<file path="src/hw/rtl/pst_pkg.sv">
// Package: constants, types and helpers of the polyline stroke triangulator.
package pst_pkg;
   localparam int COORD_BITS_DEF    = 16;
   localparam int DIR_FRAC_BITS_DEF = 14;
   localparam int IN_BITS           = 16;
   localparam int CLR_BITS          = 24;
   localparam int LW_BITS           = 8;
   localparam int CSR_IDX_BITS      = 1;

   localparam logic [CSR_IDX_BITS-1:0] CSR_LINE_WIDTH   = 1'b0;
   localparam logic [CSR_IDX_BITS-1:0] CSR_STROKE_COLOR = 1'b1;

   localparam logic [LW_BITS-1:0]  LINE_WIDTH_RST   = 8'd2;
   localparam logic [CLR_BITS-1:0] STROKE_COLOR_RST = 24'hFFFFFF;

   typedef enum logic [3:0] {
      ST_IDLE,
      ST_NORM,
      ST_SQRT,
      ST_DIVX,
      ST_DIVY,
      ST_SCALE,
      ST_EMIT,
      ST_WAIT
   } state_type;
endpackage

</file>
<file path="src/hw/rtl/pst_if.sv">
// Interfaces: input vertex, triangle result and register write channels.
interface pst_req_if #(parameter int CoordBits = pst_pkg::IN_BITS);
   logic                        valid;
   logic                        ready;
   logic signed [CoordBits-1:0] point_x;
   logic signed [CoordBits-1:0] point_y;
   logic                        starts_line;
   modport source (output valid, point_x, point_y, starts_line, input ready);
   modport sink (input valid, point_x, point_y, starts_line, output ready);
endinterface

interface pst_rsp_if;
   logic                 valid;
   logic                 ready;
   logic signed [15:0]   vert0_x;
   logic signed [15:0]   vert0_y;
   logic signed [15:0]   vert1_x;
   logic signed [15:0]   vert1_y;
   logic signed [15:0]   vert2_x;
   logic signed [15:0]   vert2_y;
   logic [23:0]          tri_color;
   logic                 last_of_run;
   modport source (output valid, vert0_x, vert0_y, vert1_x, vert1_y, vert2_x, vert2_y,
                   tri_color, last_of_run, input ready);
   modport sink (input valid, vert0_x, vert0_y, vert1_x, vert1_y, vert2_x, vert2_y,
                 tri_color, last_of_run, output ready);
endinterface

interface pst_csr_if;
   logic        valid;
   logic        ready;
   logic [7:0]  index;
   logic [31:0] data;
   modport source (output valid, index, data, input ready);
   modport sink (input valid, index, data, output ready);
endinterface

</file>
<file path="src/hw/rtl/pst_divsqrt.sv">
// Shared restoring unit: one bit per cycle of integer square root or division.
module pst_divsqrt #(
   parameter int W = 48
) (
   input  logic         clock,
   input  logic         reset,
   input  logic         start,
   input  logic         is_sqrt,
   input  logic [W-1:0] num,
   input  logic [W-1:0] den,
   output logic         done,
   output logic [W-1:0] result
);
   localparam int CW = $clog2(W + 1);

   logic [W-1:0]  rem_ff, rem_in;
   logic [W-1:0]  quo_ff, quo_in;
   logic [W-1:0]  sh_ff, sh_in;
   logic [W-1:0]  den_ff, den_in;
   logic          sq_ff, sq_in;
   logic [CW-1:0] cnt_ff, cnt_in;
   logic          busy_ff, busy_in;
   logic          done_ff, done_in;
   logic [W+1:0]  trial;
   logic [W+1:0]  part;

   always_comb begin
      rem_in  = rem_ff;
      quo_in  = quo_ff;
      sh_in   = sh_ff;
      den_in  = den_ff;
      sq_in   = sq_ff;
      cnt_in  = cnt_ff;
      busy_in = busy_ff;
      done_in = 1'b0;
      trial   = '0;
      part    = '0;
      if (start) begin
         rem_in  = '0;
         quo_in  = '0;
         sh_in   = num;
         den_in  = den;
         sq_in   = is_sqrt;
         cnt_in  = is_sqrt ? CW'(W / 2) : CW'(W);
         busy_in = 1'b1;
      end else if (busy_ff) begin
         if (sq_ff) begin
            part  = {rem_ff, sh_ff[W-1 -: 2]};
            trial = part - {quo_ff, 2'b01};
            sh_in = sh_ff << 2;
         end else begin
            part  = {1'b0, rem_ff, sh_ff[W-1]};
            trial = part - {2'b00, den_ff};
            sh_in = sh_ff << 1;
         end
         if (!trial[W+1]) begin
            rem_in = trial[W-1:0];
            quo_in = {quo_ff[W-2:0], 1'b1};
         end else begin
            rem_in = part[W-1:0];
            quo_in = {quo_ff[W-2:0], 1'b0};
         end
         cnt_in = cnt_ff - CW'(1);
         if (cnt_ff == CW'(1)) begin
            busy_in = 1'b0;
            done_in = 1'b1;
         end
      end
   end

   always_ff @(posedge clock) begin
      if (reset) begin
         busy_ff <= 1'b0;
         done_ff <= 1'b0;
      end else begin
         busy_ff <= busy_in;
         done_ff <= done_in;
      end
      rem_ff <= rem_in;
      quo_ff <= quo_in;
      sh_ff  <= sh_in;
      den_ff <= den_in;
      sq_ff  <= sq_in;
      cnt_ff <= cnt_in;
   end

   assign done   = done_ff;
   assign result = quo_ff;
endmodule

</file>
<file path="src/hw/rtl/polyline_stroke_triangulator.sv">
// A segment vertex is normalized, then run through the sqrt and the x and y divides
// on the shared unit, scaled, and emits triangles; zero length skips sqrt and divides.
// A new vertex is taken only in idle, after the last triangle of the one before, and
// output stalls hold the emission; a line-start vertex is only stored, emits no triangle.
// Synchronous reset clears history, state and registers (width 2, color white).
module polyline_stroke_triangulator #(
   parameter int DIR_FRAC_BITS = pst_pkg::DIR_FRAC_BITS_DEF
) (
   input  logic          clock,
   input  logic          reset,
   pst_req_if.sink       req,
   pst_rsp_if.source     rsp,
   pst_csr_if.sink       csr
);
   localparam int COORD_BITS = pst_pkg::COORD_BITS_DEF;
   localparam int SW = 64;
   localparam int UW = DIR_FRAC_BITS + 2;
   localparam int WW = 20;

   pst_pkg::state_type st_ff, st_in;

   logic [pst_pkg::LW_BITS-1:0]  lw_ff, lw_in;
   logic [pst_pkg::CLR_BITS-1:0] clr_ff, clr_in;
   logic signed [15:0] ppx_ff, ppx_in, ppy_ff, ppy_in, cx_ff, cx_in, cy_ff, cy_in;
   logic signed [UW-1:0] pdx_ff, pdx_in, pdy_ff, pdy_in, ux_ff, ux_in, uy_ff, uy_in;
   logic have_pt_ff, have_pt_in, have_dir_ff, have_dir_in;
   logic [16:0] ax_ff, ax_in, ay_ff, ay_in;
   logic sx_ff, sx_in, sy_ff, sy_in;
   logic [SW-1:0] len_ff, len_in;
   logic [3:0] step_ff, step_in;
   logic [1:0] k_ff, k_in;
   logic signed [WW-1:0] ox_ff, ox_in, oy_ff, oy_in, qx_ff, qx_in, qy_ff, qy_in;
   logic rv_ff, rv_in;
   logic signed [15:0] o_ff [6], o_in [6];
   logic last_ff, last_in;

   logic          du_start, du_sqrt, du_done;
   logic [SW-1:0] du_num, du_den, du_res;

   logic signed [16:0] dx, dy;
   logic [16:0] m;
   logic [UW-1:0] qcap;
   logic signed [WW-1:0] sc_x, sc_y, sc_qx, sc_qy;
   logic signed [WW-1:0] cz [6];
   logic [33:0] sumsq;

   pst_divsqrt #(.W(SW)) u_du (
      .clock, .reset, .start(du_start), .is_sqrt(du_sqrt),
      .num(du_num), .den(du_den), .done(du_done), .result(du_res)
   );

   function automatic logic signed [WW-1:0] scale_f(input logic signed [UW-1:0] n,
                                                     input logic [7:0] w);
      logic [UW-1:0] mg;
      logic [UW+11:0] p;
      logic [WW-1:0] r;
      mg = n[UW-1] ? UW'(-n) : UW'(n);
      p  = (UW+12)'(mg) * (UW+12)'({w, 3'b000}) + ((UW+12)'(1) << (DIR_FRAC_BITS - 1));
      r  = WW'(p >> DIR_FRAC_BITS);
      return n[UW-1] ? -$signed(r) : $signed(r);
   endfunction

   function automatic logic signed [15:0] sat_f(input logic signed [WW-1:0] v);
      logic signed [WW-1:0] hi, lo;
      hi = WW'((64'sd1 <<< (COORD_BITS - 1)) - 1);
      lo = -hi - WW'(1);
      if (v > hi) return hi[15:0];
      if (v < lo) return lo[15:0];
      return v[15:0];
   endfunction

   assign csr.ready = 1'b1;
   assign req.ready = (st_ff == pst_pkg::ST_IDLE);
   assign rsp.valid = rv_ff;
   assign rsp.vert0_x = o_ff[0];
   assign rsp.vert0_y = o_ff[1];
   assign rsp.vert1_x = o_ff[2];
   assign rsp.vert1_y = o_ff[3];
   assign rsp.vert2_x = o_ff[4];
   assign rsp.vert2_y = o_ff[5];
   assign rsp.tri_color = clr_ff;
   assign rsp.last_of_run = last_ff;

   assign dx = 17'(cx_ff) - 17'(ppx_ff);
   assign dy = 17'(cy_ff) - 17'(ppy_ff);
   assign m  = ax_ff > ay_ff ? ax_ff : ay_ff;
   assign qcap = UW'(1) << DIR_FRAC_BITS;
   assign sumsq = 34'(ax_ff) * 34'(ax_ff) + 34'(ay_ff) * 34'(ay_ff);
   assign sc_x  = scale_f(-uy_ff, lw_ff);
   assign sc_y  = scale_f(ux_ff, lw_ff);
   assign sc_qx = scale_f(-pdy_ff, lw_ff);
   assign sc_qy = scale_f(pdx_ff, lw_ff);

   always_comb begin
      st_in = st_ff; lw_in = lw_ff; clr_in = clr_ff;
      ppx_in = ppx_ff; ppy_in = ppy_ff; cx_in = cx_ff; cy_in = cy_ff;
      pdx_in = pdx_ff; pdy_in = pdy_ff; ux_in = ux_ff; uy_in = uy_ff;
      have_pt_in = have_pt_ff; have_dir_in = have_dir_ff;
      ax_in = ax_ff; ay_in = ay_ff; sx_in = sx_ff; sy_in = sy_ff;
      len_in = len_ff; step_in = step_ff; k_in = k_ff;
      ox_in = ox_ff; oy_in = oy_ff; qx_in = qx_ff; qy_in = qy_ff;
      rv_in = rv_ff; last_in = last_ff;
      for (int i = 0; i < 6; i++) o_in[i] = o_ff[i];
      for (int i = 0; i < 6; i++) cz[i] = '0;
      du_start = 1'b0; du_sqrt = 1'b0; du_num = '0; du_den = '0;

      if (csr.valid) begin
         case (csr.index[pst_pkg::CSR_IDX_BITS-1:0] == pst_pkg::CSR_LINE_WIDTH)
            1'b1: if (csr.index[7:1] == '0) lw_in = csr.data[7:0];
            default: if (csr.index[7:1] == '0) clr_in = csr.data[23:0];
         endcase
      end
      if (rsp.valid && rsp.ready) rv_in = 1'b0;

      case (st_ff)
         pst_pkg::ST_IDLE: begin
            if (req.valid) begin
               if (req.starts_line || !have_pt_ff) begin
                  ppx_in = req.point_x; ppy_in = req.point_y;
                  pdx_in = '0; pdy_in = '0;
                  have_pt_in = 1'b1; have_dir_in = 1'b0;
               end else begin
                  cx_in = req.point_x; cy_in = req.point_y;
                  st_in = pst_pkg::ST_NORM;
                  step_in = '0;
               end
            end
         end
         pst_pkg::ST_NORM: begin
            if (step_ff == 4'd0) begin
               sx_in = dx[16]; sy_in = dy[16];
               ax_in = dx[16] ? 17'(-dx) : 17'(dx);
               ay_in = dy[16] ? 17'(-dy) : 17'(dy);
               step_in = 4'd1;
            end else if (m == '0) begin
               ux_in = '0; uy_in = '0;
               st_in = pst_pkg::ST_SCALE;
            end else if (m[16:15] != 2'b00) begin
               ax_in = ax_ff >> 1; ay_in = ay_ff >> 1;
            end else if (!m[14]) begin
               ax_in = ax_ff << 1; ay_in = ay_ff << 1;
            end else begin
               du_start = 1'b1; du_sqrt = 1'b1;
               du_num = SW'(sumsq) << 32;
               st_in = pst_pkg::ST_SQRT;
            end
         end
         pst_pkg::ST_SQRT: begin
            if (du_done) begin
               len_in = du_res;
               du_start = 1'b1;
               du_num = (SW'(ax_ff) << (DIR_FRAC_BITS + 16)) + (du_res >> 1);
               du_den = du_res;
               st_in = pst_pkg::ST_DIVX;
            end
         end
         pst_pkg::ST_DIVX: begin
            if (du_done) begin
               ux_in = du_res > SW'(qcap) ? qcap : du_res[UW-1:0];
               if (sx_ff) ux_in = -ux_in;
               du_start = 1'b1;
               du_num = (SW'(ay_ff) << (DIR_FRAC_BITS + 16)) + (len_ff >> 1);
               du_den = len_ff;
               st_in = pst_pkg::ST_DIVY;
            end
         end
         pst_pkg::ST_DIVY: begin
            if (du_done) begin
               uy_in = du_res > SW'(qcap) ? qcap : du_res[UW-1:0];
               if (sy_ff) uy_in = -uy_in;
               st_in = pst_pkg::ST_SCALE;
            end
         end
         pst_pkg::ST_SCALE: begin
            ox_in = sc_x; oy_in = sc_y; qx_in = sc_qx; qy_in = sc_qy;
            k_in = have_dir_ff ? 2'd0 : 2'd2;
            st_in = pst_pkg::ST_EMIT;
         end
         pst_pkg::ST_EMIT: begin
            if (!rv_ff || rsp.ready) begin
               case (k_ff)
                  2'd0: begin
                     cz[0] = WW'(ppx_ff) + qx_ff; cz[1] = WW'(ppy_ff) + qy_ff;
                     cz[2] = WW'(ppx_ff) + ox_ff; cz[3] = WW'(ppy_ff) + oy_ff;
                     cz[4] = WW'(ppx_ff);         cz[5] = WW'(ppy_ff);
                  end
                  2'd1: begin
                     cz[0] = WW'(ppx_ff) - qx_ff; cz[1] = WW'(ppy_ff) - qy_ff;
                     cz[2] = WW'(ppx_ff) - ox_ff; cz[3] = WW'(ppy_ff) - oy_ff;
                     cz[4] = WW'(ppx_ff);         cz[5] = WW'(ppy_ff);
                  end
                  2'd2: begin
                     cz[0] = WW'(ppx_ff) + ox_ff; cz[1] = WW'(ppy_ff) + oy_ff;
                     cz[2] = WW'(ppx_ff) - ox_ff; cz[3] = WW'(ppy_ff) - oy_ff;
                     cz[4] = WW'(cx_ff) + ox_ff;  cz[5] = WW'(cy_ff) + oy_ff;
                  end
                  default: begin
                     cz[0] = WW'(ppx_ff) - ox_ff; cz[1] = WW'(ppy_ff) - oy_ff;
                     cz[2] = WW'(cx_ff) + ox_ff;  cz[3] = WW'(cy_ff) + oy_ff;
                     cz[4] = WW'(cx_ff) - ox_ff;  cz[5] = WW'(cy_ff) - oy_ff;
                  end
               endcase
               for (int i = 0; i < 6; i++) o_in[i] = sat_f(cz[i]);
               rv_in = 1'b1;
               last_in = (k_ff == 2'd3);
               k_in = k_ff + 2'd1;
               if (k_ff == 2'd3) st_in = pst_pkg::ST_WAIT;
            end
         end
         pst_pkg::ST_WAIT: begin
            ppx_in = cx_ff; ppy_in = cy_ff;
            pdx_in = ux_ff; pdy_in = uy_ff;
            have_dir_in = 1'b1;
            st_in = pst_pkg::ST_IDLE;
         end
         default: st_in = pst_pkg::ST_IDLE;
      endcase
   end

   always_ff @(posedge clock) begin
      if (reset) begin
         st_ff <= pst_pkg::ST_IDLE;
         lw_ff <= pst_pkg::LINE_WIDTH_RST;
         clr_ff <= pst_pkg::STROKE_COLOR_RST;
         ppx_ff <= '0; ppy_ff <= '0; pdx_ff <= '0; pdy_ff <= '0;
         have_pt_ff <= 1'b0; have_dir_ff <= 1'b0;
         rv_ff <= 1'b0;
      end else begin
         st_ff <= st_in;
         lw_ff <= lw_in;
         clr_ff <= clr_in;
         ppx_ff <= ppx_in; ppy_ff <= ppy_in; pdx_ff <= pdx_in; pdy_ff <= pdy_in;
         have_pt_ff <= have_pt_in; have_dir_ff <= have_dir_in;
         rv_ff <= rv_in;
      end
      cx_ff <= cx_in; cy_ff <= cy_in; ux_ff <= ux_in; uy_ff <= uy_in;
      ax_ff <= ax_in; ay_ff <= ay_in; sx_ff <= sx_in; sy_ff <= sy_in;
      len_ff <= len_in; step_ff <= step_in; k_ff <= k_in;
      ox_ff <= ox_in; oy_ff <= oy_in; qx_ff <= qx_in; qy_ff <= qy_in;
      last_ff <= last_in;
      for (int i = 0; i < 6; i++) o_ff[i] <= o_in[i];
   end
endmodule

</file>
<file path="src/flat_wrapper.sv">
// flat-port wrapper written by rule: the top's interface ports become plain ports
module polyline_stroke_triangulator_flat 
#(
   parameter int DIR_FRAC_BITS = pst_pkg::DIR_FRAC_BITS_DEF
)
  (clock, reset, req_valid, req_point_x, req_point_y, req_starts_line, req_ready, rsp_valid, rsp_vert0_x, rsp_vert0_y, rsp_vert1_x, rsp_vert1_y, rsp_vert2_x, rsp_vert2_y, rsp_tri_color, rsp_last_of_run, rsp_ready, csr_valid, csr_index, csr_data, csr_ready);
  pst_req_if req_i ();
  pst_rsp_if rsp_i ();
  pst_csr_if csr_i ();
  input  logic clock;
  input  logic reset;
  input wire logic [$bits(req_i.valid)-1:0] req_valid;
  input wire logic [$bits(req_i.point_x)-1:0] req_point_x;
  input wire logic [$bits(req_i.point_y)-1:0] req_point_y;
  input wire logic [$bits(req_i.starts_line)-1:0] req_starts_line;
  output wire logic [$bits(req_i.ready)-1:0] req_ready;
  output wire logic [$bits(rsp_i.valid)-1:0] rsp_valid;
  output wire logic [$bits(rsp_i.vert0_x)-1:0] rsp_vert0_x;
  output wire logic [$bits(rsp_i.vert0_y)-1:0] rsp_vert0_y;
  output wire logic [$bits(rsp_i.vert1_x)-1:0] rsp_vert1_x;
  output wire logic [$bits(rsp_i.vert1_y)-1:0] rsp_vert1_y;
  output wire logic [$bits(rsp_i.vert2_x)-1:0] rsp_vert2_x;
  output wire logic [$bits(rsp_i.vert2_y)-1:0] rsp_vert2_y;
  output wire logic [$bits(rsp_i.tri_color)-1:0] rsp_tri_color;
  output wire logic [$bits(rsp_i.last_of_run)-1:0] rsp_last_of_run;
  input wire logic [$bits(rsp_i.ready)-1:0] rsp_ready;
  input wire logic [$bits(csr_i.valid)-1:0] csr_valid;
  input wire logic [$bits(csr_i.index)-1:0] csr_index;
  input wire logic [$bits(csr_i.data)-1:0] csr_data;
  output wire logic [$bits(csr_i.ready)-1:0] csr_ready;
  assign req_i.valid = req_valid;
  assign req_i.point_x = req_point_x;
  assign req_i.point_y = req_point_y;
  assign req_i.starts_line = req_starts_line;
  assign req_ready = req_i.ready;
  assign rsp_valid = rsp_i.valid;
  assign rsp_vert0_x = rsp_i.vert0_x;
  assign rsp_vert0_y = rsp_i.vert0_y;
  assign rsp_vert1_x = rsp_i.vert1_x;
  assign rsp_vert1_y = rsp_i.vert1_y;
  assign rsp_vert2_x = rsp_i.vert2_x;
  assign rsp_vert2_y = rsp_i.vert2_y;
  assign rsp_tri_color = rsp_i.tri_color;
  assign rsp_last_of_run = rsp_i.last_of_run;
  assign rsp_i.ready = rsp_ready;
  assign csr_i.valid = csr_valid;
  assign csr_i.index = csr_index;
  assign csr_i.data = csr_data;
  assign csr_ready = csr_i.ready;
  polyline_stroke_triangulator #(.DIR_FRAC_BITS(DIR_FRAC_BITS)) u_core (.clock(clock), .reset(reset), .req(req_i), .rsp(rsp_i), .csr(csr_i));
endmodule
</file>
<file path="config.mk">
export PLATFORM = sky130hd
export DESIGN_NAME = polyline_stroke_triangulator_flat
export DESIGN_NICKNAME = d
export VERILOG_FILES = /design/src/hw/rtl/pst_pkg.sv /design/src/hw/rtl/pst_if.sv /design/src/hw/rtl/pst_divsqrt.sv /design/src/hw/rtl/polyline_stroke_triangulator.sv /design/src/flat_wrapper.sv
export SDC_FILE = /design/constraint.sdc
export NUM_CORES = 2
export LEC_CHECK = 0
export CORE_AREA = 2 2 452 454
export CTS_BUF_LIST = sky130_fd_sc_hd__clkbuf_8
export CTS_CLUSTER_DIAMETER = 80
export DETAILED_ROUTE_END_ITERATION = 16
export DIE_AREA = 0 0 454 456
export DONT_BUFFER_PORTS = 1
export GPL_TIMING_DRIVEN = 0
export PLACE_DENSITY = 0.65
export SYNTH_ARGS = -nofsm -noshare
export SYNTH_HDL_FRONTEND = slang
export SYNTH_HIERARCHICAL = 1
export SYNTH_SLANG_ARGS = --single-unit
</file>
<file path="constraint.sdc">
create_clock -name clock -period 13.5 [get_ports clock]
set_clock_uncertainty 0.15 [all_clocks]
set_input_delay 4.05 -clock clock [delete_from_list [all_inputs] [get_ports clock]]
set_output_delay 4.05 -clock clock [all_outputs]
set_load 0.005 [all_outputs]
</file>
==> run summary <==
Drt wl/cell: 24.2 um
Gpl congestion: 1.03
Chip height: 456 um
Post-synth ARST share: 0
I/O pins: 202
Non-Filler Instances: 13,400
Outcome: complete, but fails checks
Total congestion overflow: 0
Slowest stage cell on the critical path: xnor2_1
Final Hold Viols: 0
WP data required: 13,970 ps
Initial DRC count: 9,177
CTS tree: done
Buffers on Ports: 0
Slew Limit Fails: 0
Post-synth EDFFs: 480
Root Driver: clkbuf_8
Worst Path Max Fanout: 10
Share of cells above drive strength 1: 0.0376
Clock sinks: 712
# placed instances: 13,200
Crit end category: register
Number of fill cells: 19,400
First drt pass iteration count: 6
Post-DRT Antenna Nets: 0
R2R Setup Slk: 1670 ps
DIE AREA: 0.207 sq mm
Top-count cell post-synth: inv_1
Slew margin rel.: 0.0145
Tcrit/Tclk final: 0.876
Initial Util: 0.448
Worst-Skew Late Latency: 930 ps
Post-synth top area share: 0.175
Top post-synthesis cells by count: 1,410 x inv_1, 1,086 x nand2_1, 792 x fa_1, 775 x ha_1, 760 x nor2_1
Antenna violations before repair: 20
Vias: 79,800
Multi-input logic area: 0.0642 sq mm
Worst-Margin Slew: 1460 ps
CP arrival: 12,300 ps
Warnings, synthesis: 6
Seq/Total Area, Yosys: 0.211
MaxCap Viol Count: 1
RSZ-0062 raised after global routing: false
Type of the tightest min-delay check: reg2reg
Fmax: 84.5 MHz
Vias in the first global route: 79,000
DP Wirelength: 261 mm
Chip width: 454 um
Synth Net Count: 12,100
Syn_area_per_cell: 8.61 sq um
Min Tclk post-route: 11,830 ps
Largest net degree at the start of global routing: 75
Final setup violation count: 0
Post-CTS sizing: 0
CTS clk-pin slew, worst paths: 60 ps
CTS Buf Count: 134
First-pass GRT wire length: 488 mm
Hold Buf Count CTS: 0
DR vias/cell: 5.94
Ys flop type: edfxtp_1
FF/Latch Area: 0.0191 sq mm
CP max stage delay: 760 ps
Critical path launch point type: register
Setup TNS: 0 ps
Synthesis-stage register bit count: 712
Core area: 0.202 sq mm
Mapped Cells: 10,500
Crit path kind: reg2reg
Post-CTS Setup Bufs: 0
Nets: 12,300
Routed wire length: 325 mm
Post-synth cell types: 117
Area growth syn-to-layout: 7.27%
Gr usage total: 0.308
H-tree depth: 4
Post-synth top area cell: fa_1
CTS max path bufs: 3
Top post-synthesis cells by area: fa_1 18%, edfxtp_1 16%, ha_1 11%
Cell row count: 165
Synth Cell Area: 0.0904 sq mm
DRC: 0
Failing checks: max-capacitance violations
cell usage in the layout, fill, tap and decap left out, drive strengths merged, types with 45 or more instances in the layout:
cell,n
a211oi,53
a21o,169
a21oi,544
a221o,60
a221oi,54
a22o,114
a22oi,73
a31oi,96
and2,295
and3,60
buf,75
clkbuf,570
dfxtp,232
edfxtp,480
fa,792
ha,775
inv,1467
mux2i,175
nand2,1087
nand2b,120
nand3,99
nand4,78
nor2,761
nor2b,138
nor3,157
nor4,77
o211ai,54
o21a,76
o21ai,512
o21bai,69
o31ai,72
or2,45
or3,62
xnor2,465
xor2,241
critical path, delay by kind of cell (launching register included):
family / cells / cell delay (ps)
DFF: 1 / 300
muxes: 1 / 240
adders and majority gates: 6 / 2610
AOI/OAI and AO/OA: 4 / 1180
xor gates and xnor gates: 2 / 1460
and+or+nand+nor: 14 / 4140
buffers and inverters: 6 / 1450
logic make-up after synthesis:
| kind of cell | share of synthesized area |
|---|---|
| AO/OA/AOI/OAI | 0.171 |
| XOR/XNOR | 0.0686 |
| adder cells (fa/ha/maj) | 0.283 |
| buffers and inverters | 0.0802 |
| flip-flops | 0.211 |
| multiplexers | 0.0227 |
| other | 0.0000415 |
| AND/OR/NAND/NOR | 0.164 |
per-layer routing:
layer | vias up | track usage | part of all wire
met1 | 38800 | 0.416 | 0.42
li1 | 36100 | - | -
met2 | 4048 | 0.474 | 0.44
met5 | - | 0 | 0.00033
met3 | 814 | 0.0624 | 0.096
met4 | 16 | 0.143 | 0.052
cell type report:
class / count / area share
inverters: 1423 / 0.0551
diodes: 16 / 0.000413
clock inverters: 96 / 0.00805
flip-flops and latches: 712 / 0.197
repair buffers: 11 / 0.00253
plain buffers: 482 / 0.0198
well taps: 2672 / 0.0345
multi-input cells: 7879 / 0.662
clock buffers: 152 / 0.0216
per-stage QoR:
stage	hold slack (ps)	utilization	instance area, sq um	worst slack, ps
final	313	0.481	97000	1670
after global routing	337	0.481	97000	1070
after CTS	315	0.480	96900	1870
after detailed placement	299	0.466	94000	1930
after global placement	294	0.465	93800	1310
after floorplan	279	-	90400	3970
worst paths after layout:
path / cells past startpoint / start / to
max: 33 / u_core/pdy_ff[2] / u_core/qx_ff[13]
min reg2reg: 2 / u_core/have_pt_ff / u_core/have_pt_ff
min: 2 / u_core/have_pt_ff / u_core/have_pt_ff
max reg2reg: 33 / u_core/pdy_ff[2] / u_core/qx_ff[13]
state kept, by name, summed over array words and instances, names as in the netlist, 17 cells and up:
register              count
u_core/u_du/result       64
u_core/o_ff              96
u_core/qx_ff             20
u_core/oy_ff             20
u_core/ay_ff             17
u_core/u_du/sh_ff        64
u_core/rsp.tri_color     24
u_core/u_du/rem_ff       64
u_core/len_ff            64
u_core/ax_ff             17
u_core/u_du/den_ff       64
u_core/qy_ff             20
u_core/ox_ff             20
Power is left out: the tool's default activity adds up to more than one toggle a clock period on the data nets, which glitch-free logic cannot reach.
